<file path="config.mk">
export PLATFORM = sky130hd
export DESIGN_NAME = rpc_gain
export DESIGN_NICKNAME = d
export VERILOG_FILES = /design/src/rtl/rpc_pkg.sv /design/src/rtl/rpc_gain.sv
export SDC_FILE = /design/constraint.sdc
export NUM_CORES = 2
export LEC_CHECK = 0
export ABC_AREA = 0
export BUFFER_PORTS_ARGS = -buffer_cell sky130_fd_sc_hd__buf_2
export CAP_MARGIN = 20
export CORE_MARGIN = 2
export CORE_UTILIZATION = 55
export CTS_BUF_LIST = sky130_fd_sc_hd__clkbuf_8
export DETAILED_ROUTE_END_ITERATION = 7
export GPL_TIMING_DRIVEN = 0
export PLACE_DENSITY_LB_ADDON = 0.1
export SETUP_SLACK_MARGIN = 0.5
export SLEW_MARGIN = 20
export SYNTH_ARGS = -nofsm -noshare
export SYNTH_HDL_FRONTEND = slang
export SYNTH_SLANG_ARGS = --single-unit
</file>
<file path="constraint.sdc">
create_clock -name clk -period 17.62 [get_ports clk]
set_input_delay 0.881 -clock clk [delete_from_list [all_inputs] [get_ports clk]]
set_output_delay 0.881 -clock clk [all_outputs]
set_load 0.01 [all_outputs]
</file>
<file path="src/rtl/rpc_pkg.sv">
`timescale 1ns / 1ps

package rpc_pkg;

    localparam int DATA_WIDTH_DEF = 16;
    localparam int ITERATIONS_DEF = 16;

    // fraction bits carried by the coordinates through the iterations
    localparam int GUARD   = 16;
    // angles are fractions of a full turn in this many bits
    localparam int ZW      = 32;
    localparam int TAB_LEN = 32;

    // inverse cordic gain, q32, applied as a split multiply
    localparam logic [31:0] GAIN_Q32  = 32'd2608131496;
    localparam int          GAIN_LO   = 25;
    localparam int          GAIN_HI_SHIFT = 7;

    localparam logic [ZW-1:0] HALF_TURN = 32'h8000_0000;

    typedef enum logic
    {
        FUNC_TO_POLAR = 1'b0,
        FUNC_TO_RECT  = 1'b1
    } rpc_func_t;

    typedef struct packed
    {
        logic      valid;
        rpc_func_t func;
        logic      origin;
    } rpc_ctl_t;

    // atan(2^-idx) as a fraction of a full turn
    function automatic logic [ZW-1:0] atan_angle(input int unsigned idx);
        logic [ZW-1:0] r;
        unique case (idx)
            0:  r = 32'd536870912;
            1:  r = 32'd316933406;
            2:  r = 32'd167458907;
            3:  r = 32'd85004756;
            4:  r = 32'd42667331;
            5:  r = 32'd21354465;
            6:  r = 32'd10679838;
            7:  r = 32'd5340245;
            8:  r = 32'd2670163;
            9:  r = 32'd1335087;
            10: r = 32'd667544;
            11: r = 32'd333772;
            12: r = 32'd166886;
            13: r = 32'd83443;
            14: r = 32'd41722;
            15: r = 32'd20861;
            16: r = 32'd10430;
            17: r = 32'd5215;
            18: r = 32'd2608;
            19: r = 32'd1304;
            20: r = 32'd652;
            21: r = 32'd326;
            22: r = 32'd163;
            23: r = 32'd81;
            24: r = 32'd41;
            25: r = 32'd20;
            26: r = 32'd10;
            27: r = 32'd5;
            28: r = 32'd3;
            29: r = 32'd1;
            30: r = 32'd1;
            default: r = '0;
        endcase
        return r;
    endfunction

endpackage

</file>
<file path="src/rtl/rpc_gain.sv">
`timescale 1ns / 1ps

module rpc_gain #(
    parameter int DATA_WIDTH = rpc_pkg::DATA_WIDTH_DEF,
    localparam int XW  = DATA_WIDTH + rpc_pkg::GUARD + 3,
    localparam int PHW = XW - rpc_pkg::GAIN_LO + 32,
    localparam int PLW = rpc_pkg::GAIN_LO + 32
) (
    input  logic                        clk,
    input  logic                        rst_n,
    input  rpc_pkg::rpc_ctl_t           ctl_in,
    input  logic signed [XW-1:0]        x_in,
    input  logic signed [XW-1:0]        y_in,
    input  logic [rpc_pkg::ZW-1:0]      z_in,
    output logic                        ready_up,
    output rpc_pkg::rpc_ctl_t           ctl_out,
    output logic                        neg_x,
    output logic                        neg_y,
    output logic [PHW-1:0]              hi_x,
    output logic [PLW-1:0]              lo_x,
    output logic [PHW-1:0]              hi_y,
    output logic [PLW-1:0]              lo_y,
    output logic [rpc_pkg::ZW-1:0]      z_out,
    input  logic                        ready_dn
);

    localparam int ZW = rpc_pkg::ZW;
    localparam int LO = rpc_pkg::GAIN_LO;

    rpc_pkg::rpc_ctl_t ctl_reg;
    logic [XW-1:0]     ax, ay;
    logic              neg_x_reg, neg_y_reg;
    logic [PHW-1:0]    hi_x_reg, hi_x_next, hi_y_reg, hi_y_next;
    logic [PLW-1:0]    lo_x_reg, lo_x_next, lo_y_reg, lo_y_next;
    logic [ZW-1:0]     z_reg;

    // magnitude split at bit 25; each part is multiplied by the q32 gain separately
    always_comb
    begin
        ax = x_in[XW-1] ? unsigned'(-x_in) : unsigned'(x_in);
        ay = y_in[XW-1] ? unsigned'(-y_in) : unsigned'(y_in);
        hi_x_next = PHW'(ax[XW-1:LO]) * PHW'(rpc_pkg::GAIN_Q32);
        lo_x_next = PLW'(ax[LO-1:0]) * PLW'(rpc_pkg::GAIN_Q32);
        hi_y_next = PHW'(ay[XW-1:LO]) * PHW'(rpc_pkg::GAIN_Q32);
        lo_y_next = PLW'(ay[LO-1:0]) * PLW'(rpc_pkg::GAIN_Q32);
    end

    assign ready_up = !ctl_reg.valid || ready_dn;

    always_ff @(posedge clk or negedge rst_n)
    begin
        if (!rst_n)
        begin
            ctl_reg <= '0;
        end
        else if (ready_up)
        begin
            ctl_reg <= ctl_in;
        end
    end

    always_ff @(posedge clk)
    begin
        if (ready_up && ctl_in.valid)
        begin
            neg_x_reg <= x_in[XW-1];
            neg_y_reg <= y_in[XW-1];
            hi_x_reg  <= hi_x_next;
            lo_x_reg  <= lo_x_next;
            hi_y_reg  <= hi_y_next;
            lo_y_reg  <= lo_y_next;
            z_reg     <= z_in;
        end
    end

    assign ctl_out = ctl_reg;
    assign neg_x   = neg_x_reg;
    assign neg_y   = neg_y_reg;
    assign hi_x    = hi_x_reg;
    assign lo_x    = lo_x_reg;
    assign hi_y    = hi_y_reg;
    assign lo_y    = lo_y_reg;
    assign z_out   = z_reg;

endmodule

</file>
After elaboration in Yosys (flattened, before gate mapping):

Index checks and enable logic that the tools add are counted.

* bits in registers: 223
* output and inout bits: 236
* logic and storage cells: 21

* multipliers: 4
* reduce and logical (&&, ||, !) cells: 3
* add/sub/neg operators: 2
* mux-type cells: 2

Operator list (number)
* 25-bit by 29-bit multiplier with 54-bit output, second input constant: 2
* 10-bit by 29-bit multiplier with 39-bit output, second input constant: 2
* 35-bit two-way mux: 2
* 35-bit negation: 2
* 1-bit logical AND: 1
* 1-bit logical NOT: 1
* 1-bit logical OR: 1

Logic depth before layout (Yosys ltp):

* word-level depth: 3
* mapped depth: 32

Least setup slack after synthesis:

Ideal clock, no wire load.

* path kind: input port to flip-flop
* from: in x_in[0]
* to: reg lo_x_reg[46] (netlist: lo_x[46]), data pin
* data arrival time: 8507 ps
* path buffers: 1
* stages on the path: 30
* setup slack: 8854 ps
* cell sequence: inv_1 > ha_1 > nand4b_1 > or4_4 > or2_4 > o41ai_4 > xnor2_1 > ha_1 > xor2_1 > ha_1 > a21oi_1 > fa_1 > inv_1 > fa_1 > fa_1 > fa_1 > inv_1 > fa_1 > inv_1 > ha_1 > clkbuf_1 > a21o_1 > a21oi_1 > o22ai_1 > nor2_1 > o41a_1 > o21ai_1 > or4b_2 > a31oi_1 > xnor2_1

* longest elaborated chain between the ends: 3

Ends and longest elaborated chain
* from (decl): line rpc_gain.sv:12 `input logic signed [XW-1:0] x_in,`
* 35-bit negation: line rpc_gain.sv:40 `ax = x_in[XW-1] ? unsigned'(-x_in) : unsigned'(x_in);`
* 35-bit two-way mux (*): line rpc_gain.sv:40
* 25-bit by 29-bit multiplier with 54-bit output (*): line rpc_gain.sv:43 `lo_x_next = PLW'(ax[LO-1:0]) * PLW'(rpc_pkg::GAIN_Q32);`
* named net lo_x_next[46]: line rpc_gain.sv:34 `logic [PLW-1:0] lo_x_reg, lo_x_next, lo_y_reg, lo_y_next;`
* to (signal assigned): line rpc_gain.sv:69 `lo_x_reg <= lo_x_next;`
* to (decl): line rpc_gain.sv:34

Mark *: on every way through the listed nets, which the timed path passes. The rest lies on a longest branch.
A chain may end at the register's enable or synchronous reset.

Worst setup path after layout:

* from: in x_in[0]
* to: reg lo_x_reg[53] (netlist: lo_x[53]), data pin

Same word-level chain as after synthesis.

==> metrics <==
IO Pins=344; share of post-route cells with drive strength above 1=0.103; number of pins exceeding their max-slew limit in the final report=0; Slowest Stage Delay on Critical Path=0.90 ns; area of the core=between 80000 and 90000 um2; data required time of the critical path=18.06 ns; Arrival @ worst endpoint=11.39 ns; kind of capture point of the worst setup path=flop; vias after detailed routing=30199; top area cells in the synthesized netlist=fa_1, ha_1, edfxtp_1; most used cell along the critical path=fa_1; Die Y-Extent=289 um; critical path launch point type=primary input; adder and majority cell fraction of the synthesized area=0.559; Critical Path Slowest Stage Cell=a2111oi_0; Detailed Routing Iterations Pass 1=5; Clock Root Buffer=clkbuf_8; number of storage elements in the synthesis netlist=223; Hold Buf Count CTS=1; number of port buffers=331; overflow left after global routing=0; final period utilization=0.621; sequential share of the synthesized area=0.150; RSZ-0062 raised after global routing=false; post-synthesis compound-gate area fraction=0.0846; total negative setup slack=0 ns; average instance area after synthesis=~10 um2; NumNets Final=6275; relative max-transition margin=0.223; Post-Layout Inst Area=48900 um2; final routed DRC violation total=0; aggregate global-route resource usage=0.282; R2R cell count=4; post-synthesis to final-layout area growth=9.63%; Initial Utilization=0.555; number of core rows=104; Clock Sinks=223; floorplan die area=83400 um2; number of buffers between clock root and the deepest sink=3; synth cell count leaders=inv_1, fa_1, ha_1, edfxtp_1, xnor2_1; insertion delay of the later-clocked pin in the worst-skew pair=0.69 ns; cell count after synthesis=4256; combined area of the multi-input logic cells=33400 um2; TritonCTS buffer count=44; CTS clk-pin slew, worst paths=roughly 0.06 ns; x dimension of the die=around 290 um; initial antenna violation count=2; count of endpoints failing setup in the final report=0; maximum number of pins on one net before global-route repair=52; Synth Area in Simple Gates=0.0495; post-CTS setup buffers=0; number of flops mapped to enable cells by yosys=220; Fin. Hold Viols=0; combinational family with the most area after synthesis=adder cells; transition at the pin with the smallest max-transition slack=1.16 ns; library cells used by synthesis=83; max frequency=91.3 MHz; sum of routed wire length over all layers=113 mm; Placement Setup Slack=6.26 ns; first-pass GRT wire length=between 150 and 200 mm; WHS Path Cells=1; non-filler cells in the finished layout=5752; count of max-cap constraint violations=0; half-perimeter wire length after placement=98.6 mm; Setup Skew=0.0309 ns; vias in the first global route=31909; minimum period implied by the final worst setup slack=10.95 ns; CTS tree=done; number of placed instances, taps included=approximately 5700; Placer Congestion=0.961; mapped cell area=44600 um2; Wirelength per Cell=19.6 um; number of nets with antenna violations after routing=0; instance area after placement=48000 um2; share of the synthesized area in the top cell type=0.361; commonest register cell after synthesis=edfxtp_1; synth warn=0; post-route setup slack=approximately 6.7 ns; XOR/XNOR share of the synthesized area=0.0480; Crit Path Category=primary input to flop; outcome=finished clean; top-count cell post-synth=inv_1; async set-reset flop share out of synthesis=0.0135; fraction of synthesized area in multiplexers=0.000981; maximum fanout along the worst path=11; Via density=5.25; path class of the lowest-slack min-delay path=primary input to flop; drt first-iter violations=1673; Gates resized, CTS repair=0; Filler Cell Count=roughly 7000; H-tree levels=2; Reg area=6680 um2; biggest area consumer among synthesized cells=fa_1
## cell families after synthesis
group,after synthesis
AO/OA/AOI/OAI,566
XOR/XNOR,244
adder cells (fa/ha/maj),1511
buffers and inverters,1272
flip-flops,223
multiplexers,4
other,1
AND/OR/NAND/NOR,435
## metal layers
layer / vias up / GRT usage / wire [um]
li1: 14274 / - / -
met1: 14934 / 0.390 / 50400
met2: 824 / 0.444 / 51500
met3: 167 / 0.0601 / 6990
met4: 0 / 0.0921 / 3960
met5: - / 0 / 0
## cells in the final DEF, fill, tap and decap left out, types with 21 or more instances in the layout
cell type,n
clkbuf_1,42
clkbuf_8,45
fa_1,806
o21a_1,21
nand2_1,104
a21oi_1,144
nand4_1,26
a31oi_1,29
xor2_1,74
o21ai_0,92
and3_1,28
ha_1,705
a21o_1,119
nor2_1,103
xnor2_1,146
inv_1,1226
edfxtp_1,220
xnor2_2,21
nand3_1,31
buf_2,332
o21bai_1,22
or3_1,24
## worst paths after layout
check / slack, ns / start / endpoint
max: 6.67 / x_in[0] / lo_x[53]$_DFFE_PP_
min: 0.35 / z_in[7] / z_out[7]$_DFFE_PP_
max reg2reg: 15.46 / ctl_out[2]$_DFFE_PN0N_ / lo_y[27]$_DFFE_PP_
min reg2reg: 0.50 / ctl_out[1]$_DFFE_PN0N_ / ctl_out[1]$_DFFE_PN0N_
max in group asynchronous: 17.02 / rst_n / ctl_out[0]$_DFFE_PN0N_
min in group asynchronous: 0.49 / rst_n / ctl_out[2]$_DFFE_PN0N_
## cell type report
type / count / share of cell area
antenna: 2 / 0.000102
buffer: 56 / 0.00524
clock buffer: 45 / 0.0127
clock inverter: 35 / 0.00591
inverter: 1216 / 0.0933
multi-input combinational: 2772 / 0.682
sequential: 223 / 0.137
tap: 1060 / 0.0271
timing repair buffer: 343 / 0.0374
## metrics by stage
step	util	hold WS [ns]
3_3_place_gp	0.593	0.484
2_1_floorplan	-	0.551
5_1_grt	0.608	0.310
6_report	0.609	0.346
4_1_cts	0.608	0.267
3_5_place_dp	0.596	0.498
## critical path, delay by kind of cell
kind                       cells  cell delay, ns
AOI/OAI and AO/OA              9            3.38
and+or+nand+nor                4            1.39
xor gates and xnor gates       3            0.80
adders and majority gates      9            3.70
buffers and inverters          6            1.25
Power is not shown: default switching activity piles up to over one toggle a cycle in this logic, so the estimate is an artifact.
