### src/rtl/rpc_pkg.sv
`timescale 1ns / 1ps

package rpc_pkg;

    localparam int DATA_WIDTH_DEF = 16;
    localparam int ITERATIONS_DEF = 16;

    // fraction bits carried by the coordinates through the iterations
    localparam int GUARD   = 16;
    // angles are fractions of a full turn in this many bits
    localparam int ZW      = 32;
    localparam int TAB_LEN = 32;

    // inverse cordic gain, q32, applied as a split multiply
    localparam logic [31:0] GAIN_Q32  = 32'd2608131496;
    localparam int          GAIN_LO   = 25;
    localparam int          GAIN_HI_SHIFT = 7;

    localparam logic [ZW-1:0] HALF_TURN = 32'h8000_0000;

    typedef enum logic
    {
        FUNC_TO_POLAR = 1'b0,
        FUNC_TO_RECT  = 1'b1
    } rpc_func_t;

    typedef struct packed
    {
        logic      valid;
        rpc_func_t func;
        logic      origin;
    } rpc_ctl_t;

    // atan(2^-idx) as a fraction of a full turn
    function automatic logic [ZW-1:0] atan_angle(input int unsigned idx);
        logic [ZW-1:0] r;
        unique case (idx)
            0:  r = 32'd536870912;
            1:  r = 32'd316933406;
            2:  r = 32'd167458907;
            3:  r = 32'd85004756;
            4:  r = 32'd42667331;
            5:  r = 32'd21354465;
            6:  r = 32'd10679838;
            7:  r = 32'd5340245;
            8:  r = 32'd2670163;
            9:  r = 32'd1335087;
            10: r = 32'd667544;
            11: r = 32'd333772;
            12: r = 32'd166886;
            13: r = 32'd83443;
            14: r = 32'd41722;
            15: r = 32'd20861;
            16: r = 32'd10430;
            17: r = 32'd5215;
            18: r = 32'd2608;
            19: r = 32'd1304;
            20: r = 32'd652;
            21: r = 32'd326;
            22: r = 32'd163;
            23: r = 32'd81;
            24: r = 32'd41;
            25: r = 32'd20;
            26: r = 32'd10;
            27: r = 32'd5;
            28: r = 32'd3;
            29: r = 32'd1;
            30: r = 32'd1;
            default: r = '0;
        endcase
        return r;
    endfunction

endpackage

### src/rtl/rpc_stage.sv
`timescale 1ns / 1ps

module rpc_stage #(
    parameter int DATA_WIDTH = rpc_pkg::DATA_WIDTH_DEF,
    parameter int STAGE_IDX  = 0,
    localparam int XW = DATA_WIDTH + rpc_pkg::GUARD + 3
) (
    input  logic                        clk,
    input  logic                        rst_n,
    input  rpc_pkg::rpc_ctl_t           ctl_in,
    input  logic signed [XW-1:0]        x_in,
    input  logic signed [XW-1:0]        y_in,
    input  logic [rpc_pkg::ZW-1:0]      z_in,
    output logic                        ready_up,
    output rpc_pkg::rpc_ctl_t           ctl_out,
    output logic signed [XW-1:0]        x_out,
    output logic signed [XW-1:0]        y_out,
    output logic [rpc_pkg::ZW-1:0]      z_out,
    input  logic                        ready_dn
);

    localparam int ZW = rpc_pkg::ZW;
    localparam logic [ZW-1:0] ATAN = rpc_pkg::atan_angle(STAGE_IDX);

    rpc_pkg::rpc_ctl_t    ctl_reg;
    logic signed [XW-1:0] x_reg, x_next;
    logic signed [XW-1:0] y_reg, y_next;
    logic [ZW-1:0]        z_reg, z_next;
    logic signed [XW-1:0] dx, dy;
    logic                 plus;

    // floor shifts; vectoring steers on sign of y, rotation on sign of z
    always_comb
    begin
        dx   = y_in >>> STAGE_IDX;
        dy   = x_in >>> STAGE_IDX;
        plus = (ctl_in.func == rpc_pkg::FUNC_TO_RECT) ? z_in[ZW-1] : !y_in[XW-1];
        if (plus)
        begin
            x_next = x_in + dx;
            y_next = y_in - dy;
            z_next = z_in + ATAN;
        end
        else
        begin
            x_next = x_in - dx;
            y_next = y_in + dy;
            z_next = z_in - ATAN;
        end
    end

    assign ready_up = !ctl_reg.valid || ready_dn;

    always_ff @(posedge clk or negedge rst_n)
    begin
        if (!rst_n)
        begin
            ctl_reg <= '0;
        end
        else if (ready_up)
        begin
            ctl_reg <= ctl_in;
        end
    end

    always_ff @(posedge clk)
    begin
        if (ready_up && ctl_in.valid)
        begin
            x_reg <= x_next;
            y_reg <= y_next;
            z_reg <= z_next;
        end
    end

    assign ctl_out = ctl_reg;
    assign x_out   = x_reg;
    assign y_out   = y_reg;
    assign z_out   = z_reg;

    a_stall_hold: assert property (@(posedge clk) disable iff (!rst_n)
        (ctl_reg.valid && !ready_dn) |=>
            (ctl_reg.valid && $stable(x_reg) && $stable(y_reg) && $stable(z_reg)))
        else $error("cordic stage lost its item under stall");

endmodule

### config.mk
export PLATFORM = sky130hd
export DESIGN_NAME = rpc_stage
export DESIGN_NICKNAME = d
export VERILOG_FILES = /design/src/rtl/rpc_pkg.sv /design/src/rtl/rpc_stage.sv
export SDC_FILE = /design/constraint.sdc
export NUM_CORES = 1
export LEC_CHECK = 0
export BUFFER_PORTS_ARGS = -buffer_cell sky130_fd_sc_hd__buf_2
export CORE_MARGIN = 5
export CORE_UTILIZATION = 51
export CTS_CLUSTER_SIZE = 10
export DETAILED_ROUTE_END_ITERATION = 12
export PLACE_DENSITY_LB_ADDON = 0.25
export SLEW_MARGIN = 10
export SYNTH_ARGS = -nofsm -noshare
export SYNTH_HDL_FRONTEND = slang
export SYNTH_SLANG_ARGS = --single-unit
### constraint.sdc
create_clock -name clk -period 3.2 [get_ports clk]
set_clock_uncertainty 0.1 [all_clocks]
set_input_delay 0.32 -clock clk [delete_from_list [all_inputs] [get_ports clk]]
set_output_delay 0.32 -clock clk [all_outputs]
set_load 0.01 [all_outputs]
# [Word level (Yosys, flattened, before mapping)]
# Cells that the tools add are included.
[word_totals] regBits=105 inputBits=108 elab_cells=19
[op_classes] add_sub_neg=5 n_mux=4 n_reduce_logical=4
[op_table] cell="35-bit two-way mux" count=2
[op_table] cell="35-bit subtractor" count=2
[op_table] cell="35-bit adder" count=1
[op_table] cell="32-bit by 30-bit adder with 32-bit output, second input constant" count=1
[op_table] cell="32-bit two-way mux" count=1
[op_table] cell="32-bit by 30-bit subtractor with 32-bit output, second input constant" count=1
[op_table] cell="1-bit zero test" count=2
[op_table] cell="1-bit logical AND" count=1
[op_table] cell="1-bit logical OR" count=1
[op_table] cell="1-bit two-way mux" count=1

# [Depth between registers and ports, before layout]
[depth] depth_word=3 mapped_depth=13

# [Worst setup path before layout]
# No wires, ideal clock.
[synth_timing] path_type="reg2reg" start="register ctl_reg (netlist bit ctl_out[2])" end="register x_reg[10], in the netlist x_out[10] (enable)" t_arrival_ns=2.994 slack_ns=-0.365 stages_incl_launch_ff=3 synth_period_minus_slack_ns=3.565 cell_sequence="dfrtp_1 nand2b_1 and2_1"
[synth_via] elab_chain_cells=3
[synth_lines] item="start, declared" line_no="rpc_stage.sv:25" source="rpc_pkg::rpc_ctl_t ctl_reg;"
[synth_lines] item="start signal, assigned" line_no="rpc_stage.sv:62" source="ctl_reg <= ctl_in;"
[synth_lines] item="1-bit zero test" line_no="rpc_stage.sv:52" source="assign ready_up = !ctl_reg.valid || ready_dn;"
[synth_lines] item="1-bit logical OR" line_no="rpc_stage.sv:52"
[synth_lines] item="net ready_up" line_no="rpc_stage.sv:14" source="output logic ready_up,"
[synth_lines] item="1-bit logical AND" line_no="rpc_stage.sv:68" source="if (ready_up && ctl_in.valid)"
[synth_lines] item="end signal, assigned" line_no="rpc_stage.sv:70" source="x_reg <= x_next;"
[synth_lines] item="end, declared" line_no="rpc_stage.sv:26" source="logic signed [XW-1:0] x_reg, x_next;"
# The timed path passes the listed nets, and every way through them passes these cells.
# A chain may end at the register's enable or synchronous reset.

# [Worst setup path after layout]
[layout_timing] start="input port x_in[0]" end="register y_reg[32], in the netlist y_out[32], data pin"
[layout_via] elab_chain_cells=2 word_cells_on_any_way=3 cone_classes="add/sub (2); mux (1)"
[layout_lines] item="start, declared" line_no="rpc_stage.sv:11" source="input logic signed [XW-1:0] x_in,"
[layout_lines] item="35-bit adder / 35-bit subtractor (equally long branches)" line_no="rpc_stage.sv:47, rpc_stage.sv:41"
[layout_lines] item="35-bit two-way mux *" line_no="rpc_stage.sv:38" source="if (plus)"
[layout_lines] item="net y_next[32]" line_no="rpc_stage.sv:27" source="logic signed [XW-1:0] y_reg, y_next;"
[layout_lines] item="end signal, assigned" line_no="rpc_stage.sv:71" source="y_reg <= y_next;"
[layout_lines] item="end, declared" line_no="rpc_stage.sv:27"
# Mark *: on every way through the listed nets, which the timed path passes. The rest lies on a longest branch.

==> flow_metrics.env <==
export IMPL_setup_viol=0
export IMPL_placed_cell_area_um2=11600
export IMPL_drive_gt1_frac=0.297
export IMPL_cp_arrival_ns=3.16
export IMPL_synthesis_area_um2=9380
export IMPL_pin_count=214
export IMPL_grt_overflow=0
export IMPL_clock_sinks=104
export IMPL_slowest_stage="o41ai_2"
export IMPL_syn_inst=1050
export IMPL_end_kind="register"
export IMPL_cts_buffers=9
export IMPL_die_w_um=146
export IMPL_max_freq_mhz=317
export IMPL_crit_cells=14
export IMPL_outcome="finished, final reports clean"
export IMPL_die_h_um=146
export IMPL_synth_simple_gate_area_frac=0.128
export IMPL_htreeDepth=3
export IMPL_switching_power_mw=1.77
export IMPL_crit_family="compound AO/OA/AOI/OAI gates"
export IMPL_fin_crit_sh=0.985
export IMPL_fin_crit_ns=3.15
export IMPL_fp_coreArea_um2=18000
export IMPL_min_path_cells=1
export IMPL_relSlewSlack=0.602
export IMPL_start_util=0.521
export IMPL_grt_usage=0.281
export IMPL_ir_drop_mv=0.264
export IMPL_ant_nets=0
export IMPL_final_area_um2=12000
export IMPL_power_per_cell_area_nw_per_um2=405
export IMPL_swShare=0.364
export IMPL_comb_power_share=0.402
export IMPL_p_int_mw=3.08
export IMPL_max_stage_delay_ns=0.40
export IMPL_path_max_fanout=3
export IMPL_drt_initial_drc_count=882
export IMPL_wl_per_cell_um=19.3
export IMPL_final_nets=1590
export IMPL_ys_types=86
export IMPL_p_seq_frac=0.359
export IMPL_antenna_found_initial=0
export IMPL_routabilityCongestion=0.965
export IMPL_clkPwrFrac=0.239
export IMPL_synth_xor_area_frac=0.0644
export IMPL_cts_root_buf="clkbuf_16"
export IMPL_cts_tree="yes"
export IMPL_io_buffers=213
export IMPL_hold_viol=0
export IMPL_synth_area_top_cells="edfxtp_1 32%, ha_1 14%, a21oi_1 6.7%"
export IMPL_synth_ff_type="edfxtp_1"
export IMPL_synth_fa_ha_area_frac=0.147
export IMPL_grt_pass1_wl_um=48500
export IMPL_synth_compound_area_frac=0.244
export IMPL_grt_start_max_net_pins=53
export IMPL_synth_top_family_by_area="compound AO/OA/AOI/OAI gates"
export IMPL_grt_pass1_vias=9042
export IMPL_synth_avg_cell_area_um2=8.94
export IMPL_crit_required_ns=3.21
export IMPL_r2r_setup_slack_ns=1.28
export IMPL_routed_wl_um=31000
export IMPL_row_count=49
export IMPL_synth_most_common_cell="a21oi_1"
export IMPL_areaGrowthSynthToFinish_pct=27.9
export IMPL_drc=0
export IMPL_dpl_hpwl_um=25500
export IMPL_path_clk_slew_ns=0.09
export IMPL_reg2reg_depth=3
export IMPL_fill_cells=1522
export IMPL_p_leak_nw=5.51
export IMPL_yosys_area_top_type="edfxtp_1"
export IMPL_synth_warning_count=0
export IMPL_first_pass_iters=5
export IMPL_crit_chain="buf_2 -> buf_4 -> ha_1 -> inv_1 -> fa_1 -> o21ba_2 -> nor4_4 -> o311a_1 -> nor4_4 -> o41ai_2 -> nand2_1 -> o41ai_2 -> a21oi_1 -> xnor2_1"
export IMPL_ys_ff_latch=104
export IMPL_syn_nets=1266
export IMPL_clk_path_buf_depth=2
export IMPL_vias_per_cell=5.82
export IMPL_tightest_slew_ns=0.590
export IMPL_postLayoutCoreUtil=0.666
export IMPL_n_antenna_cell=0
export IMPL_start_kind="input port"
export IMPL_synth_edf_count=101
export IMPL_vias=9355
export IMPL_synth_common_cells="126 x a21oi_1, 111 x inv_1, 104 x ha_1"
export IMPL_max_cap_violations=0
export IMPL_die_area_um2=21200
export IMPL_crit_type="in -> reg"
export IMPL_slew_viol_final=0
export IMPL_async_flop_share=0.0288
export IMPL_crit_buf_inv=3
export IMPL_seq_area_frac_synth=0.331
export IMPL_clock_latency_ns=0.36
export IMPL_synthMuxAreaShare=0.0173
export IMPL_hp_class="in -> reg"
export IMPL_finalPower_mw=4.85
export IMPL_synth_top_area_frac=0.323
[power by group through the flow]
stage	sequential [mW]	combinational (mW)	clock [mW]
3_3_place_gp	1.77	1.88	0
3_5_place_dp	1.77	1.90	0
4_1_cts	1.74	1.92	1.17
2_1_floorplan	1.85	1.03	0
5_1_grt	1.75	2.11	1.24
6_report	1.74	1.95	1.16
[kinds of logic (layout without fill, tap and decap cells)]
| kind of cell | count (synthesis) | after routing |
|---|---|---|
| xor+xnor | 69 | 69 |
| simple gates | 244 | 244 |
| fa+ha+maj | 108 | 108 |
| flops | 104 | 104 |
| compound gates | 351 | 351 |
| mux | 16 | 16 |
| buf+inv | 158 | 487 |
[cell type report]
type                       instances  area (um^2)  share of cell area
multi-input combinational        788         5690               0.474
sequential                       104         3110               0.259
timing repair buffer             358         2180               0.182
inverter                         113          424              0.0354
tap                              229          287              0.0239
clock buffer                       9          225              0.0188
clock inverter                     7         85.1             0.00709
[state kept, by name (all words and copies together) (netlist names)]
name,count
y_out,35
x_out,34
z_out,32
ctl_out,3
[final timing paths]
kind / endpoint / startpoint
max in group asynchronous: ctl_out[1] / rst_n
worst max-delay path: y_out[32] / x_in[0]
worst max register to register: z_out[18] / ctl_out[2]
worst min register to register: ctl_out[0] / ctl_out[0]
min in group asynchronous: ctl_out[2] / rst_n
worst min-delay path: z_out[20] / z_in[20]
[metrics by stage]
step | setup TNS, ns | cells | hold WS (ns) | setup WS [ns]
2_1_floorplan | 0 | 1050 | -0.0756 | 0.382
3_3_place_gp | -2.26 | 1590 | 0.0171 | -0.216
3_5_place_dp | -3.89 | 1590 | 0.0161 | -0.289
4_1_cts | 0 | 1607 | 0.0247 | 0.0801
5_1_grt | -0.153 | 1608 | 0.0173 | -0.0855
6_report | 0 | 1608 | 0.0297 | 0.0466
[placed cells by master, fill, tap and decap left out, types with 8 or more instances in the layout]
master | netlist | routed
inv_1 | 111 | 111
edfxtp_1 | 101 | 101
a31oi_1 | 9 | 9
nand2b_1 | 12 | 12
a21oi_1 | 126 | 125
nor2_1 | 89 | 89
clkbuf_16 | 0 | 9
ha_1 | 104 | 104
o21ai_0 | 69 | 69
o31ai_1 | 11 | 11
o21bai_1 | 23 | 23
nor3_1 | 18 | 18
o21a_1 | 8 | 8
nor2b_1 | 10 | 10
nand4_1 | 13 | 13
mux2i_1 | 14 | 13
buf_4 | 5 | 142
buf_2 | 10 | 213
a21o_1 | 17 | 17
nand3_1 | 8 | 8
nand2_1 | 52 | 52
xor2_1 | 12 | 12
a211oi_1 | 14 | 14
nor4_1 | 8 | 8
xnor2_1 | 57 | 57
o211ai_1 | 8 | 8
[per-layer routing]
layer,part of all wire,global-route usage,vias to the layer above
li1,-,-,4422
met1,0.42,0.379,4428
met2,0.47,0.465,455
met3,0.083,0.0511,50
met4,0.024,0.0802,0
met5,0,0,-
[what timing repair did]
item	4_1_cts	5_1_grt
hold buffers	1	0
hold endpoints to repair	3	0
buffers inserted	0	1
gates resized for setup	0	4
setup endpoints to repair	0	4
Power figures use the tool's default switching activity.
