[config.mk]
export PLATFORM = sky130hd
export DESIGN_NAME = rpc_prep_flat
export DESIGN_NICKNAME = d
export VERILOG_FILES = /design/src/rtl/rpc_pkg.sv /design/src/rtl/rpc_if.sv /design/src/rtl/rpc_prep.sv /design/src/flat_wrapper.sv
export SDC_FILE = /design/constraint.sdc
export NUM_CORES = 1
export LEC_CHECK = 0
export ABC_AREA = 1
export BUFFER_PORTS_ARGS = -buffer_cell sky130_fd_sc_hd__buf_4
export CAP_MARGIN = 20
export CORE_UTILIZATION = 40
export CTS_BUF_LIST = sky130_fd_sc_hd__clkbuf_8
export CTS_CLUSTER_DIAMETER = 200
export CTS_CLUSTER_SIZE = 14
export DETAILED_ROUTE_END_ITERATION = 16
export GPL_TIMING_DRIVEN = 1
export PLACE_DENSITY = 0.79
export SLEW_MARGIN = 20
export SYNTH_ARGS = -nofsm -noshare
export SYNTH_HDL_FRONTEND = slang
export SYNTH_SLANG_ARGS = --single-unit
[constraint.sdc]
create_clock -name clk -period 8.13 [get_ports clk]
set_clock_uncertainty 0.15 [all_clocks]
set_input_delay 0.813 -clock clk [delete_from_list [all_inputs] [get_ports clk]]
set_output_delay 0.813 -clock clk [all_outputs]
set_load 0.02 [all_outputs]
[src/rtl/rpc_pkg.sv]
`timescale 1ns / 1ps

package rpc_pkg;

    localparam int DATA_WIDTH_DEF = 16;
    localparam int ITERATIONS_DEF = 16;

    // fraction bits carried by the coordinates through the iterations
    localparam int GUARD   = 16;
    // angles are fractions of a full turn in this many bits
    localparam int ZW      = 32;
    localparam int TAB_LEN = 32;

    // inverse cordic gain, q32, applied as a split multiply
    localparam logic [31:0] GAIN_Q32  = 32'd2608131496;
    localparam int          GAIN_LO   = 25;
    localparam int          GAIN_HI_SHIFT = 7;

    localparam logic [ZW-1:0] HALF_TURN = 32'h8000_0000;

    typedef enum logic
    {
        FUNC_TO_POLAR = 1'b0,
        FUNC_TO_RECT  = 1'b1
    } rpc_func_t;

    typedef struct packed
    {
        logic      valid;
        rpc_func_t func;
        logic      origin;
    } rpc_ctl_t;

    // atan(2^-idx) as a fraction of a full turn
    function automatic logic [ZW-1:0] atan_angle(input int unsigned idx);
        logic [ZW-1:0] r;
        unique case (idx)
            0:  r = 32'd536870912;
            1:  r = 32'd316933406;
            2:  r = 32'd167458907;
            3:  r = 32'd85004756;
            4:  r = 32'd42667331;
            5:  r = 32'd21354465;
            6:  r = 32'd10679838;
            7:  r = 32'd5340245;
            8:  r = 32'd2670163;
            9:  r = 32'd1335087;
            10: r = 32'd667544;
            11: r = 32'd333772;
            12: r = 32'd166886;
            13: r = 32'd83443;
            14: r = 32'd41722;
            15: r = 32'd20861;
            16: r = 32'd10430;
            17: r = 32'd5215;
            18: r = 32'd2608;
            19: r = 32'd1304;
            20: r = 32'd652;
            21: r = 32'd326;
            22: r = 32'd163;
            23: r = 32'd81;
            24: r = 32'd41;
            25: r = 32'd20;
            26: r = 32'd10;
            27: r = 32'd5;
            28: r = 32'd3;
            29: r = 32'd1;
            30: r = 32'd1;
            default: r = '0;
        endcase
        return r;
    endfunction

endpackage

[src/rtl/rpc_if.sv]
`timescale 1ns / 1ps

interface rpc_in_if #(
    parameter int DATA_WIDTH = rpc_pkg::DATA_WIDTH_DEF
);
    logic                         valid;
    logic                         ready;
    logic                         func;
    logic signed [DATA_WIDTH-1:0] coord_a;
    logic signed [DATA_WIDTH-1:0] coord_b;

    modport source (output valid, func, coord_a, coord_b, input ready);
    modport sink   (input valid, func, coord_a, coord_b, output ready);
endinterface


[src/rtl/rpc_prep.sv]
`timescale 1ns / 1ps

module rpc_prep #(
    parameter int DATA_WIDTH = rpc_pkg::DATA_WIDTH_DEF,
    localparam int XW = DATA_WIDTH + rpc_pkg::GUARD + 3
) (
    input  logic                        clk,
    input  logic                        rst_n,
    rpc_in_if.sink                      point,
    output rpc_pkg::rpc_ctl_t           ctl,
    output logic signed [XW-1:0]        x,
    output logic signed [XW-1:0]        y,
    output logic [rpc_pkg::ZW-1:0]      z,
    input  logic                        ready_dn
);

    localparam int ZW = rpc_pkg::ZW;
    localparam int ZS = ZW - DATA_WIDTH;

    rpc_pkg::rpc_ctl_t          ctl_reg;
    rpc_pkg::rpc_ctl_t          ctl_next;
    logic signed [XW-1:0]       x_reg, x_next;
    logic signed [XW-1:0]       y_reg, y_next;
    logic [ZW-1:0]              z_reg, z_next;
    logic signed [DATA_WIDTH:0] a_ext, b_ext, xs, ys;
    logic [ZW-1:0]              z_in;
    logic                       ready_up;

    assign a_ext = (DATA_WIDTH+1)'(point.coord_a);
    assign b_ext = (DATA_WIDTH+1)'(point.coord_b);
    assign z_in  = ZW'(unsigned'(point.coord_b)) << ZS;

    always_comb
    begin
        ctl_next.valid  = point.valid;
        ctl_next.func   = rpc_pkg::rpc_func_t'(point.func);
        ctl_next.origin = 1'b0;
        xs     = a_ext;
        ys     = b_ext;
        z_next = '0;
        if (ctl_next.func == rpc_pkg::FUNC_TO_POLAR)
        begin
            ctl_next.origin = (a_ext == '0) && (b_ext == '0);
            // left half plane: mirror through the origin, start at pi
            if (a_ext[DATA_WIDTH])
            begin
                xs     = -a_ext;
                ys     = -b_ext;
                z_next = rpc_pkg::HALF_TURN;
            end
        end
        else
        begin
            ys     = '0;
            z_next = z_in;
            // second or third quadrant: rotate by pi and negate magnitude
            if (z_in[ZW-1] ^ z_in[ZW-2])
            begin
                z_next = z_in ^ rpc_pkg::HALF_TURN;
                xs     = -a_ext;
            end
        end
        x_next = XW'(xs) <<< rpc_pkg::GUARD;
        y_next = XW'(ys) <<< rpc_pkg::GUARD;
    end

    assign ready_up    = !ctl_reg.valid || ready_dn;
    assign point.ready = ready_up;

    always_ff @(posedge clk or negedge rst_n)
    begin
        if (!rst_n)
        begin
            ctl_reg <= '0;
        end
        else if (ready_up)
        begin
            ctl_reg <= ctl_next;
        end
    end

    always_ff @(posedge clk)
    begin
        if (ready_up && point.valid)
        begin
            x_reg <= x_next;
            y_reg <= y_next;
            z_reg <= z_next;
        end
    end

    assign ctl = ctl_reg;
    assign x   = x_reg;
    assign y   = y_reg;
    assign z   = z_reg;

endmodule

[src/flat_wrapper.sv]
// flat-port wrapper written by rule: the top's interface ports become plain ports
module rpc_prep_flat 
#(
    parameter int DATA_WIDTH = rpc_pkg::DATA_WIDTH_DEF,
    localparam int XW = DATA_WIDTH + rpc_pkg::GUARD + 3
)
  (clk, rst_n, ctl, x, y, z, ready_dn, point_valid, point_func, point_coord_a, point_coord_b, point_ready);
  rpc_in_if #(.DATA_WIDTH(DATA_WIDTH)) point_i ();
  input  logic clk;
  input  logic rst_n;
  output rpc_pkg::rpc_ctl_t ctl;
  output logic signed [XW-1:0] x;
  output logic signed [XW-1:0] y;
  output logic [rpc_pkg::ZW-1:0] z;
  input  logic ready_dn;
  input wire logic [$bits(point_i.valid)-1:0] point_valid;
  input wire logic [$bits(point_i.func)-1:0] point_func;
  input wire logic [$bits(point_i.coord_a)-1:0] point_coord_a;
  input wire logic [$bits(point_i.coord_b)-1:0] point_coord_b;
  output wire logic [$bits(point_i.ready)-1:0] point_ready;
  assign point_i.valid = point_valid;
  assign point_i.func = point_func;
  assign point_i.coord_a = point_coord_a;
  assign point_i.coord_b = point_coord_b;
  assign point_ready = point_i.ready;
  rpc_prep #(.DATA_WIDTH(DATA_WIDTH)) u_core (.clk(clk), .rst_n(rst_n), .point(point_i), .ctl(ctl), .x(x), .y(y), .z(z), .ready_dn(ready_dn));
endmodule
### Word-level counts from Yosys, hierarchy flattened

Index checks and enable logic that the tools add are counted.

| word-level totals | value |
|---|---|
| register bits | 69 |
| output and inout port bits | 106 |

| cells by class | value |
|---|---|
| $add $sub $neg | 2 |
| muxes and demuxes | 9 |
| reductions and logical operators | 6 |
| bitwise logic cells | 2 |

Operators by type and width:

| kind | number |
|---|---|
| $mux 32 | 3 |
| $mux 17 | 5 |
| $logic_not 17->1 | 2 |
| $neg 16->17 | 2 |
| $logic_and 1x1->1 | 2 |
| $logic_not 1->1 | 1 |
| $logic_or 1x1->1 | 1 |
| $mux 1 | 1 |
| $not 1->1 | 1 |
| $xor 1x1->1 | 1 |

### Logic depth before layout (Yosys ltp)

| logic depth | value |
|---|---|
| depth in word-level cells | 3 |
| gate-level depth with buffers | 9 |
| mapped depth without buffers | 9 |

### Worst setup path after synthesis

No wires, ideal clock.

| timing path | value |
|---|---|
| kind | input to register |
| start point | input port ready_dn |
| end point | register u_core.x_reg[16], in the netlist u_core.x[16] (enable) |
| arrival | 2.978 ns |
| setup slack | 4.545 ns |
| path buffers | 0 |
| setup time | 0.458 ns |
| stages | 2 |
| cells stage by stage | nor2_1 nor2_1 |

| on the way | value |
|---|---|
| cells in the longest elaborated chain, start to end | 2 |

RTL lines:

| element | RTL line | text |
|---|---|---|
| from (decl) | flat_wrapper.sv:15 | `input logic ready_dn;` |
| $logic_or 1x1->1 | rpc_prep.sv:67 | `assign ready_up = !ctl_reg.valid \|\| ready_dn;` |
| $logic_and 1x1->1 | rpc_prep.sv:84 | `if (ready_up && point.valid)` |
| to (signal assigned) | rpc_prep.sv:86 | `x_reg <= x_next;` |
| to (decl) | rpc_prep.sv:22 | `logic signed [XW-1:0] x_reg, x_next;` |

No other way between the ends.
A chain may end at the register's enable or synchronous reset.

### Final worst setup path

| timing path | value |
|---|---|
| start point | input port ready_dn |
| end point | output port point_ready |

| on the way | value |
|---|---|
| cells in the longest elaborated chain, start to end | 1 |

RTL lines:

| element | RTL line | text |
|---|---|---|
| $logic_or 1x1->1 | rpc_prep.sv:67 |  |
| to (decl) | flat_wrapper.sv:20 | `output wire logic [$bits(point_i.ready)-1:0] point_ready;` |

No other way between the ends.

==> run summary <==
CTS buffer count: 5
Worst-case reg-to-reg path depth: 4
Hpwl dp: 4760 um
Post-synth top area share: 46.4%
Share of the cycle needed by the critical path after routing: 30.8%
Worst slew margin: 57.0%
Final worst slack: 5.63 ns
Slew at the pin with the worst max-slew slack: 0.644 ns
Number of global-route vias before repair: 2201
Most frequent cells in the layout: buf_4 (95), nand2_1 (56), inv_1 (50), edfxtp_1 (50), conb_1 (48)
Synth top area cells: edfxtp_1 (46%), buf_4 (12%), nand2_1 (6.5%), inv_1 (5.7%), nor2_1 (4.3%)
R2R Path End: u_core.y[19]$_SDFFCE_PP0P_
CTS resizes: 0
Fin. Hold Viols: 0
R2R Setup Slk: 6.43 ns
Setup TNS: 0 ns
Status: complete, no violations
Reg clk slew, reported paths: 0.10 ns
Post-layout minimum cycle time: 2.50 ns
Max-cap violations: 0
Overflow after GRT: 0
Antenna Cells: 0
Hold/Removal Path Class: primary input to async pin
Yosys cell types: 34
Post-Synthesis Cells: 352
Max Slew Vio Count: 0
Share of layout cells above drive strength 1: 28.9%
Crit. Startpoint: ready_dn
Clk buf depth: 2
CP startpoint kind: primary input
P_leak: 1.90 nW
Peak VDD IR: 93.9 uV
Fmax: 399 MHz
Critical path class: primary input to primary output
Flop pwr share: 52.5%
Synthesized area per cell: 9.20 um^2
Final Instance Area: 0.00391 mm^2
Clk Latency, worst-skew pair: 0.30 ns
Hold_buf cts: 0
Power Dens Cells: 160 mW/mm^2
Post-route DRC violation count: 0
Mean routed wirelength per cell: 11.5 um
Power share of the clock group: 22.9%
Post-CTS setup buffer count: 0
IO Count: 143
NetSw: 0.191 mW
Die height: 92.0 um
Core area: 0.00777 mm^2
#FFs+latches synth: 53
Crit path capture: point_ready
CTS Root Cell: clkbuf_8
Via count: 2432
Unrepaired setup endpoints after global routing: false
Switching Share: 30.5%
Final setup vio count: 0
Initial Util: 41.7%
Starting DRC count in detailed routing: 126
Placed instance area: 0.00382 mm^2
Post-Synthesis Cell Area: 0.00324 mm^2
Critical path data arrival time: 1.54 ns
Post-route ant nets: 0
H-tree lvl count: 2
Comb pwr share: 24.7%
Clock sink total: 53
Largest net degree at the start of global routing: 51
DRT Pass-1 Iters: 4
Layout Nets: 486
First-pass GRT wire length: 10000 um
Input/output buffers: 94
Pint: 0.436 mW
CTS tree: yes
Most common cell after layout, fill and taps aside: buf_4
Worst r2r src: u_core.ctl[2]$_DFFE_PN0N_
Worst EP required: 7.17 ns
Syn. warnings: 0
Area of the die: 0.00846 mm^2
Final Util: 50.3%
Post-synthesis sequential area ratio: 48.7%
Crit end category: primary output
Area Growth Syn to Fin: 20.7%
Post-Route WL: 6270 um
Initial antenna violation count: 0
Synth area leader: edfxtp_1
GPL Wtd Cong: 0.854
Die width: 92.0 um
Place WS: 5.42 ns
# rows: 32
Gr usage total: 14.9%
Worst-path fanout max: 4
Vias/cell: 4.46
-- power groups by stage --
stage / registers, mW / logic, mW / clock network, mW
CTS: 0.329 / 0.155 / 0.148
global route: 0.330 / 0.168 / 0.158
floorplan: 0.358 / 0.0930 / 0
detailed placement: 0.335 / 0.154 / 0
finish: 0.329 / 0.155 / 0.143
global placement: 0.334 / 0.151 / 0
-- through the flow --
stage	hold slack (ns)	std cells	power (mW)
2_1_floorplan	0.367	399	0.451
3_3_place_gp	0.354	537	0.486
3_5_place_dp	0.351	537	0.489
4_1_cts	0.121	545	0.632
5_1_grt	0.114	545	0.656
6_report	0.131	545	0.627
-- final cells by class --
type,instances,area [um^2]
Clock buffer,5,68.8
Clock inverter,3,18.8
Fill cell,733,3860
Inverter,51,196
Multi-Input combinational cell,236,1210
Sequential cell,53,1580
Tap cell,102,128
Timing Repair Buffer,95,713
-- worst max-delay path: stages --
cell	delay [ns]
buf_4	0.11
nor2_1	0.30
inv_1	0.14
buf_4	0.18
-- synthesized netlist by cell type --
master,n
ha_1,7
o21ai_0,10
buf_2,3
dfrtp_1,3
clkbuf_1,1
nor4_1,1
nand2_1,56
nor2_4,3
nand4_1,3
inv_2,1
o21ai_2,3
nand2_4,2
nand2_2,6
a32o_1,1
edfxtp_1,50
buf_6,3
nor3_1,3
o211ai_1,1
xnor2_1,2
nor2_1,37
a21oi_1,14
nand3b_1,1
xor2_1,9
nor4_2,1
nor2_2,5
nand3_2,3
conb_1,1
a31oi_1,2
nand3_1,16
inv_6,1
buf_4,52
nor3b_1,1
or2_1,1
inv_1,49
-- cells by family (layout without fill, tap and decap cells) --
family / after synthesis / after routing / share of synthesized area [%]
other: 1 / 48 / 0.116
buffers and inverters: 110 / 154 / 19.7
AND/OR/NAND/NOR: 139 / 139 / 20.3
AO/OA/AOI/OAI: 31 / 31 / 5.45
flip-flops: 53 / 53 / 48.7
XOR/XNOR: 11 / 11 / 2.98
adder cells (fa/ha/maj): 7 / 7 / 2.70
-- worst min-delay path by stage --
stage	startpoint	to	slack, ns	cells after the start
3_3_place_gp	u_core.ctl[1]$_DFFE_PN0N_	u_core.ctl[1]$_DFFE_PN0N_	0.35	2
4_1_cts	rst_n	u_core.ctl[1]$_DFFE_PN0N_	0.12	1
5_1_grt	rst_n	u_core.ctl[2]$_DFFE_PN0N_	0.11	1
2_1_floorplan	rst_n	u_core.ctl[0]$_DFFE_PN0N_	0.37	0
3_5_place_dp	u_core.ctl[0]$_DFFE_PN0N_	u_core.ctl[0]$_DFFE_PN0N_	0.35	1
6_report	rst_n	u_core.ctl[2]$_DFFE_PN0N_	0.13	1
-- layer usage --
| layer | global-route usage, % | share of wire [%] | up-vias |
|---|---|---|---|
| met1 | 18.7 | 43 | 1098 |
| met4 | 5.99 | 2.1 | 0 |
| li1 | - | - | 1205 |
| met5 | 0 | 0 | - |
| met3 | 2.74 | 6.8 | 12 |
| met2 | 25.1 | 48 | 117 |
(Power assumes the default switching activity.)
