**src/rtl/rpc_pkg.sv**
```systemverilog
`timescale 1ns / 1ps

package rpc_pkg;

    localparam int DATA_WIDTH_DEF = 16;
    localparam int ITERATIONS_DEF = 16;

    // fraction bits carried by the coordinates through the iterations
    localparam int GUARD   = 16;
    // angles are fractions of a full turn in this many bits
    localparam int ZW      = 32;
    localparam int TAB_LEN = 32;

    // inverse cordic gain, q32, applied as a split multiply
    localparam logic [31:0] GAIN_Q32  = 32'd2608131496;
    localparam int          GAIN_LO   = 25;
    localparam int          GAIN_HI_SHIFT = 7;

    localparam logic [ZW-1:0] HALF_TURN = 32'h8000_0000;

    typedef enum logic
    {
        FUNC_TO_POLAR = 1'b0,
        FUNC_TO_RECT  = 1'b1
    } rpc_func_t;

    typedef struct packed
    {
        logic      valid;
        rpc_func_t func;
        logic      origin;
    } rpc_ctl_t;

    // atan(2^-idx) as a fraction of a full turn
    function automatic logic [ZW-1:0] atan_angle(input int unsigned idx);
        logic [ZW-1:0] r;
        unique case (idx)
            0:  r = 32'd536870912;
            1:  r = 32'd316933406;
            2:  r = 32'd167458907;
            3:  r = 32'd85004756;
            4:  r = 32'd42667331;
            5:  r = 32'd21354465;
            6:  r = 32'd10679838;
            7:  r = 32'd5340245;
            8:  r = 32'd2670163;
            9:  r = 32'd1335087;
            10: r = 32'd667544;
            11: r = 32'd333772;
            12: r = 32'd166886;
            13: r = 32'd83443;
            14: r = 32'd41722;
            15: r = 32'd20861;
            16: r = 32'd10430;
            17: r = 32'd5215;
            18: r = 32'd2608;
            19: r = 32'd1304;
            20: r = 32'd652;
            21: r = 32'd326;
            22: r = 32'd163;
            23: r = 32'd81;
            24: r = 32'd41;
            25: r = 32'd20;
            26: r = 32'd10;
            27: r = 32'd5;
            28: r = 32'd3;
            29: r = 32'd1;
            30: r = 32'd1;
            default: r = '0;
        endcase
        return r;
    endfunction

endpackage

```
**src/rtl/rpc_if.sv**
```systemverilog


interface rpc_out_if #(
    parameter int DATA_WIDTH = rpc_pkg::DATA_WIDTH_DEF
);
    logic                         valid;
    logic                         ready;
    logic signed [DATA_WIDTH:0]   result_a;
    logic signed [DATA_WIDTH-1:0] result_b;

    modport source (output valid, result_a, result_b, input ready);
    modport sink   (input valid, result_a, result_b, output ready);
endinterface

```
**src/rtl/rpc_post.sv**
```systemverilog
`timescale 1ns / 1ps

module rpc_post #(
    parameter int DATA_WIDTH = rpc_pkg::DATA_WIDTH_DEF,
    localparam int XW  = DATA_WIDTH + rpc_pkg::GUARD + 3,
    localparam int PHW = XW - rpc_pkg::GAIN_LO + 32,
    localparam int PLW = rpc_pkg::GAIN_LO + 32
) (
    input  logic                        clk,
    input  logic                        rst_n,
    input  rpc_pkg::rpc_ctl_t           ctl_in,
    input  logic                        neg_x,
    input  logic                        neg_y,
    input  logic [PHW-1:0]              hi_x,
    input  logic [PLW-1:0]              lo_x,
    input  logic [PHW-1:0]              hi_y,
    input  logic [PLW-1:0]              lo_y,
    input  logic [rpc_pkg::ZW-1:0]      z_in,
    output logic                        ready_up,
    rpc_out_if.source                   result
);

    localparam int ZW = rpc_pkg::ZW;
    localparam int ZS = ZW - DATA_WIDTH;
    localparam int SW = XW + 2;
    localparam logic [ZW:0] Z_RND = (ZW+1)'((64'd1 << ZS) >> 1);
    localparam logic signed [SW-1:0] G_RND = SW'(64'sd1 <<< (rpc_pkg::GUARD - 1));
    localparam logic signed [SW-1:0] A_MAX = SW'((64'sd1 <<< DATA_WIDTH) - 64'sd1);
    localparam logic signed [SW-1:0] A_MIN = SW'(-(64'sd1 <<< DATA_WIDTH));
    localparam logic signed [SW-1:0] B_MAX = SW'((64'sd1 <<< (DATA_WIDTH - 1)) - 64'sd1);
    localparam logic signed [SW-1:0] B_MIN = SW'(-(64'sd1 <<< (DATA_WIDTH - 1)));

    logic                         vld_reg;
    logic signed [DATA_WIDTH:0]   a_reg, a_next;
    logic signed [DATA_WIDTH-1:0] b_reg, b_next;
    logic signed [SW-1:0]         rx, ry, sx, sy;
    logic [ZW:0]                  zr;

    // sum partial products, restore sign, drop guard bits rounding half up
    function automatic logic signed [SW-1:0] finish(input logic [PHW-1:0] hi,
                                                     input logic [PLW-1:0] lo,
                                                     input logic neg);
        logic signed [SW-1:0] p;
        p = SW'(hi >> rpc_pkg::GAIN_HI_SHIFT) + SW'(lo >> 32);
        if (neg)
        begin
            p = -p;
        end
        return (p + G_RND) >>> rpc_pkg::GUARD;
    endfunction

    always_comb
    begin
        rx = finish(hi_x, lo_x, neg_x);
        ry = finish(hi_y, lo_y, neg_y);
        sx = (rx > A_MAX) ? A_MAX : ((rx < A_MIN) ? A_MIN : rx);
        sy = (ry > B_MAX) ? B_MAX : ((ry < B_MIN) ? B_MIN : ry);
        zr = ({1'b0, z_in} + Z_RND) >> ZS;
        a_next = sx[DATA_WIDTH:0];
        if (ctl_in.func == rpc_pkg::FUNC_TO_RECT)
        begin
            b_next = sy[DATA_WIDTH-1:0];
        end
        else
        begin
            b_next = zr[DATA_WIDTH-1:0];
        end
        if (ctl_in.origin)
        begin
            a_next = '0;
            b_next = '0;
        end
    end

    assign ready_up = !vld_reg || result.ready;

    always_ff @(posedge clk or negedge rst_n)
    begin
        if (!rst_n)
        begin
            vld_reg <= 1'b0;
        end
        else if (ready_up)
        begin
            vld_reg <= ctl_in.valid;
        end
    end

    always_ff @(posedge clk)
    begin
        if (ready_up && ctl_in.valid)
        begin
            a_reg <= a_next;
            b_reg <= b_next;
        end
    end

    assign result.valid    = vld_reg;
    assign result.result_a = a_reg;
    assign result.result_b = b_reg;

    a_origin_zero: assert property (@(posedge clk) disable iff (!rst_n)
        (ctl_in.valid && ctl_in.origin && ready_up) |=>
            (vld_reg && a_reg == '0 && b_reg == '0))
        else $error("origin point did not give a zero result");

endmodule

```
**src/flat_wrapper.sv**
```systemverilog
// flat-port wrapper written by rule: the top's interface ports become plain ports
module rpc_post_flat 
#(
    parameter int DATA_WIDTH = rpc_pkg::DATA_WIDTH_DEF,
    localparam int XW  = DATA_WIDTH + rpc_pkg::GUARD + 3,
    localparam int PHW = XW - rpc_pkg::GAIN_LO + 32,
    localparam int PLW = rpc_pkg::GAIN_LO + 32
)
  (clk, rst_n, ctl_in, neg_x, neg_y, hi_x, lo_x, hi_y, lo_y, z_in, ready_up, result_valid, result_result_a, result_result_b, result_ready);
  rpc_out_if #(.DATA_WIDTH(DATA_WIDTH)) result_i ();
  input  logic clk;
  input  logic rst_n;
  input  rpc_pkg::rpc_ctl_t ctl_in;
  input  logic neg_x;
  input  logic neg_y;
  input  logic [PHW-1:0] hi_x;
  input  logic [PLW-1:0] lo_x;
  input  logic [PHW-1:0] hi_y;
  input  logic [PLW-1:0] lo_y;
  input  logic [rpc_pkg::ZW-1:0] z_in;
  output logic ready_up;
  output wire logic [$bits(result_i.valid)-1:0] result_valid;
  output wire logic [$bits(result_i.result_a)-1:0] result_result_a;
  output wire logic [$bits(result_i.result_b)-1:0] result_result_b;
  input wire logic [$bits(result_i.ready)-1:0] result_ready;
  assign result_valid = result_i.valid;
  assign result_result_a = result_i.result_a;
  assign result_result_b = result_i.result_b;
  assign result_i.ready = result_ready;
  rpc_post #(.DATA_WIDTH(DATA_WIDTH)) u_core (.clk(clk), .rst_n(rst_n), .ctl_in(ctl_in), .neg_x(neg_x), .neg_y(neg_y), .hi_x(hi_x), .lo_x(lo_x), .hi_y(hi_y), .lo_y(lo_y), .z_in(z_in), .ready_up(ready_up), .result(result_i));
endmodule
```
**config.mk**
```make
export PLATFORM = sky130hd
export DESIGN_NAME = rpc_post_flat
export DESIGN_NICKNAME = d
export VERILOG_FILES = /design/src/rtl/rpc_pkg.sv /design/src/rtl/rpc_if.sv /design/src/rtl/rpc_post.sv /design/src/flat_wrapper.sv
export SDC_FILE = /design/constraint.sdc
export NUM_CORES = 1
export LEC_CHECK = 0
export ABC_AREA = 1
export BUFFER_PORTS_ARGS = -buffer_cell sky130_fd_sc_hd__buf_2
export CAP_MARGIN = 10
export CORE_MARGIN = 5
export CORE_UTILIZATION = 56
export CTS_BUF_LIST = sky130_fd_sc_hd__clkbuf_8
export CTS_CLUSTER_DIAMETER = 120
export CTS_CLUSTER_SIZE = 14
export DETAILED_ROUTE_END_ITERATION = 12
export GPL_TIMING_DRIVEN = 1
export PLACE_DENSITY = 0.88
export SLEW_MARGIN = 30
export SYNTH_ARGS = -nofsm -noshare
export SYNTH_HDL_FRONTEND = slang
export SYNTH_SLANG_ARGS = --single-unit
```
**constraint.sdc**
```tcl
create_clock -name clk -period 3.1 [get_ports clk]
set_clock_uncertainty 0.2 [all_clocks]
set_input_delay 0.62 -clock clk [delete_from_list [all_inputs] [get_ports clk]]
set_output_delay 0.62 -clock clk [all_outputs]
set_load 0.05 [all_outputs]
```
==> key figures, run 1 <==
Synth
  • Synthesized area: 9620 µm²
  • Ranking of synthesized cells by area: nand2_1, inv_1, edfxtp_1
  • Sequential share of the synthesized area: 10.6%
  • Area share of the largest cell type after synthesis: 27.0%
  • Fraction of registers with async set/reset: 2.94%
  • Synth warn: 0
  • Synth Register Bits: 34
  • Most numerous cell in the Yosys netlist: nand2_1
  • Cell count after synthesis: 1,825
  • Library cells used by synthesis: 50
  • EDFF count, synth: 33
  • Post-synth top area cell: nand2_1
  • Commonest cells in the netlist: nand2_1, inv_1, nand3_1
  • Mean Syn Cell Area: 5.27 µm²
  • Main synth FF type: edfxtp_1
  • Syn_nets: 2,118

Floorplan
  • Die Span Y: 141 µm
  • Site Rows: 48
  • Initial core utilization: 56.4%
  • # IOs: 273
  • Die width: 141 µm

Status
  • Err: [ERROR GRT-0232] Routing congestion too high. Check the congestion heatmap in the GUI.
  • Status: stopped before the end
  • Stopped at: 5_1_grt

Place
  • I/O Buffers: 179
  • GPL Wtd Cong: 1.01
  • Placement Cell Area: 13,700 µm²
  • Detailed placement HPWL: 28.6 mm
  • Post-Place Setup Slack: -1.65 ns
  • Placed cells: 2,586

GRT
  • GRT overflow: 237
  • Total track usage: 87.1%
  • Largest net degree at the start of global routing: 34

STA
  • Worst endpoint, post-GRT repair: u_core.result.result_a[15]$_SDFFCE_PP0P_/D
  • Worst endpoint pin kind: sequential cell input

Clock tree
  • Cts bufs inserted: 5
  • Clock root buffer: clkbuf_8
  • Clk sink count: 34
  • Max clock buf depth: 2
  • H-tree levels: 2
==> cells by family after synthesis <==
| group | share of synthesized area [%] |
|---|---|
| buffers and inverters | 13.5 |
| XOR/XNOR | 3.90 |
| AO/OA/AOI/OAI | 7.69 |
| adder cells (fa/ha/maj) | 7.31 |
| AND/OR/NAND/NOR | 57.1 |
| flip-flops | 10.6 |
==> what timing repair did <==
item                       in CTS
buffers inserted               13
hold buffers                    1
cloned                          2
pin swaps                      55
hold endpoints to repair        1
gates resized for setup       115
setup endpoints to repair      33
==> per-layer routing <==
| metal | global-route usage, % | overflow |
|---|---|---|
| met2 | 97.9 | 130 |
| met4 | 91.4 | 90 |
| met1 | 84.9 | 11 |
| met3 | 77.2 | 5 |
| met5 | 57.1 | 1 |
==> per-stage QoR <==
stage	TNS [ns]	util, %
floorplan	-33.55	-
global placement	-46.08	80.6
detailed placement	-51.79	80.6
CTS	-35.37	84.8
==> run 2: changes to the inputs <==
CORE_UTILIZATION = 40   (was 56)
CTS_BUF_LIST = not set   (was sky130_fd_sc_hd__clkbuf_8)
CTS_CLUSTER_DIAMETER = not set   (was 120)
CTS_CLUSTER_SIZE = not set   (was 14)
PLACE_DENSITY = not set   (was 0.88)
PLACE_DENSITY_LB_ADDON = 0.15   (was not set)
==> run 2 against run 1 <==
  * The flow now finishes, with violations (setup timing)
  * Synthesized cell count unchanged
  * Synthesized area unchanged
==> key figures, run 2 <==
Setup path
  • Crit path required time: 2.92 ns
  • Crit start category: input port
  • CP max-delay cell: fa_2
  • Arr. time, crit path: 4.14 ns
  • CP Capture Type: flip-flop
  • CP Class: input port to flip-flop
  • Critical Path Fanout Max: 7
  • CP most frequent cell: nand2_1
  • CP peak stage delay: 0.40 ns

Detailed routing
  • Detailed Route Iter0 Violations: 655
  • Vias post-DR: 13,105
  • Wire length per cell: 12.5 µm
  • Detailed-route wire length: 34.6 mm
  • DRC violations left: 0
  • Final ANT Viol Nets: 0
  • Vias/cell: 4.75
  • TritonRoute pass-1 iters: 5

Synth
  • Mean Syn Cell Area: 5.27 µm² (unchanged)
  • Post-synth top area cell: nand2_1
  • Synth Register Bits: 34 (unchanged)
  • Ranking of synthesized cells by area: nand2_1, inv_1, edfxtp_1
  • Fraction of registers with async set/reset: 2.94% (unchanged)
  • Synth warn: 0 (unchanged)
  • Syn_nets: 2,118 (unchanged)
  • Most numerous cell in the Yosys netlist: nand2_1
  • Synthesized area: 9620 µm² (unchanged)
  • EDFF count, synth: 33 (unchanged)
  • Commonest cells in the netlist: nand2_1, inv_1, nand3_1
  • Area share of the largest cell type after synthesis: 27.0% (unchanged)
  • Sequential share of the synthesized area: 10.6% (unchanged)
  • Main synth FF type: edfxtp_1
  • Cell count after synthesis: 1,825 (unchanged)
  • Library cells used by synthesis: 50 (unchanged)

Cells and area
  • Register area: 1020 µm²
  • Share of layout cells above drive strength 1: 42.1%
  • Most common cell after layout, fill and taps aside: nand2_1
  • Most frequent cells in the layout: nand2_1, buf_4, inv_1
  • Max reg flops: 17
  • Final #Nets: 2,729
  • Fillers: 2,204
  • Final instance count without filler cells: 2,757
  • Area Growth Syn to Fin: 64.7%
  • Area used by multi-input combinational logic: 8600 µm²

Clock tree
  • Cts bufs inserted: 5 (unchanged)
  • Clock root buffer: clkbuf_16
  • Max clock buf depth: 2 (unchanged)
  • CTS tree: yes
  • Clock transition time at the flip-flop clock pins of the worst setup and hold paths: 0.06 ns
  • Clk Latency, worst-skew pair: 0.28 ns
  • Clk sink count: 34 (unchanged)
  • H-tree levels: 2 (unchanged)

Power and ir drop
  • LEAKAGE: 8.64 nW
  • Peak supply drop: 0.342 mV
  • Total power per unit cell area: 275 nW/µm²

Floorplan
  • Initial core utilization: 40.7% (-16 points)
  • Die Span Y: 165 µm (+17%)
  • # IOs: 273 (unchanged)
  • Core area: 23,600 µm²
  • Die footprint: 27,300 µm²
  • Site Rows: 56 (+17%)
  • Die width: 165 µm (+17%)

GRT
  • GRT overflow: 0
  • First-pass GRT wire length: 54.6 mm
  • Vias in the first global route: 12,396
  • Largest net degree at the start of global routing: 34
  • Initial antenna violation count: 2
  • Total track usage: 23.9%

Flow run
  • Max_cap viols: 0

Place
  • I/O Buffers: 179 (unchanged)
  • Placed cells: 2,692 (+4.1%)
  • GPL Wtd Cong: 0.964 (-4.9%)
  • Detailed placement HPWL: 28.1 mm (-1.5%)

STA
  • Max-Slew Margin vs Limit: 60.0%
  • Final setup violating endpoints: 33
  • Max Slew Vio Count: 0
  • Setup WS post-layout: -1.21 ns
  • WHS: 0.369 ns
  • Fin crit share: 139%
  • Actual slew at the worst max-slew pin: 0.600 ns
  • Crit path time final: 4.31 ns
  • Unrepaired setup endpoints after global routing: yes
  • Final hold vios: 0
  • Max frequency: 232 MHz

Worst hold path
  • Worst min path class: input port to flip-flop

Status
  • Failing checks: setup timing
  • Status: complete, but fails checks
[run 2: cell counts after synthesis]
Identical to the previous run, type by type.
[run 2: area by class of cell]
class / instances / area share [%]
flip-flops and latches: 34 / 6.41
diodes: 1 / 0.0158
clock buffers: 6 / 0.877
well taps: 319 / 2.52
inverters: 320 / 7.63
clock inverters: 2 / 0.379
repair buffers: 619 / 27.9
multi-input cells: 1456 / 54.3
[run 2: power breakdown]
part           switching (W)  total (W)  internal [W]  leakage, nW
registers         0.00000915   0.000559      0.000550        0.333
logic                0.00173    0.00313       0.00140         8.21
clock network       0.000184   0.000666      0.000482       0.0971
total                0.00193    0.00435       0.00243         8.64
[run 2: repair_timing]
action,CTS,global route
resized for setup,150,150
pin swaps,73,92
buffers inserted,29,23
hold buffers,1,0
cloned,2,2
hold endpoints to repair,1,0
setup endpoints to repair,33,33
[run 2: metrics by stage]
step / util (%) / instance area (µm²) / setup TNS [ns] / total power [W] / setup WS [ns]
global route: 67.1 / 15800 / -46.71 / 0.00468 / -1.51
finish: 67.1 / 15800 / -38.59 / 0.00435 / -1.21
global placement: 59.2 / 14000 / -49.18 / 0.00320 / -1.57
CTS: 63.6 / 15000 / -34.55 / 0.00411 / -1.12
floorplan: - / 9800 / -33.55 / 0.00205 / -1.17
detailed placement: 59.2 / 14000 / -51.49 / 0.00324 / -1.62
[run 2: cell families (layout without fill, tap and decap cells)]
group / Yosys count / in the layout / share of synthesized area (%)
adder cells (fa/ha/maj): 55 / 55 / 7.31
AO/OA/AOI/OAI: 129 / 129 / 7.69
flip-flops: 34 / 34 / 10.6
other: 0 / 1 / 0
XOR/XNOR: 42 / 42 / 3.90
AND/OR/NAND/NOR: 1229 / 1230 / 57.1
buffers and inverters: 336 / 947 / 13.5
[run 2: metal layers]
metal | up-vias | track usage, % | part of all wire [%]
li1 | 6942 | - | -
met1 | 5793 | 29.2 | 42
met2 | 291 | 45.6 | 51
met3 | 77 | 1.19 | 4.0
met4 | 2 | 5.75 | 3.0
met5 | - | 0 | 0.038
[run 2: critical path: cells and delay by family]
| family | cells | cell delay [ns] |
|---|---|---|
| fa+ha+maj | 2 | 0.55 |
| buf+inv | 4 | 0.45 |
| compound gates | 2 | 0.21 |
| simple gates | 21 | 2.31 |
[run 2: worst paths after layout]
kind / start / to / slack, ns / depth (start not counted)
max in group asynchronous: rst_n / u_core.result.valid$_DFFE_PN0N_ / 2.16 / 2
min in group asynchronous: rst_n / u_core.result.valid$_DFFE_PN0N_ / 0.45 / 2
worst min register to register: u_core.result.valid$_DFFE_PN0N_ / u_core.result.valid$_DFFE_PN0N_ / 0.38 / 2
worst max register to register: u_core.result.valid$_DFFE_PN0N_ / u_core.result.result_a[8]$_SDFFCE_PP0P_ / 1.59 / 2
worst min-delay path: ctl_in[2] / u_core.result.valid$_DFFE_PN0N_ / 0.37 / 3
worst max-delay path: hi_y[7] / u_core.result.result_b[11]$_SDFFCE_PP0P_ / -1.21 / 29
Power figures use the tool's default switching activity.
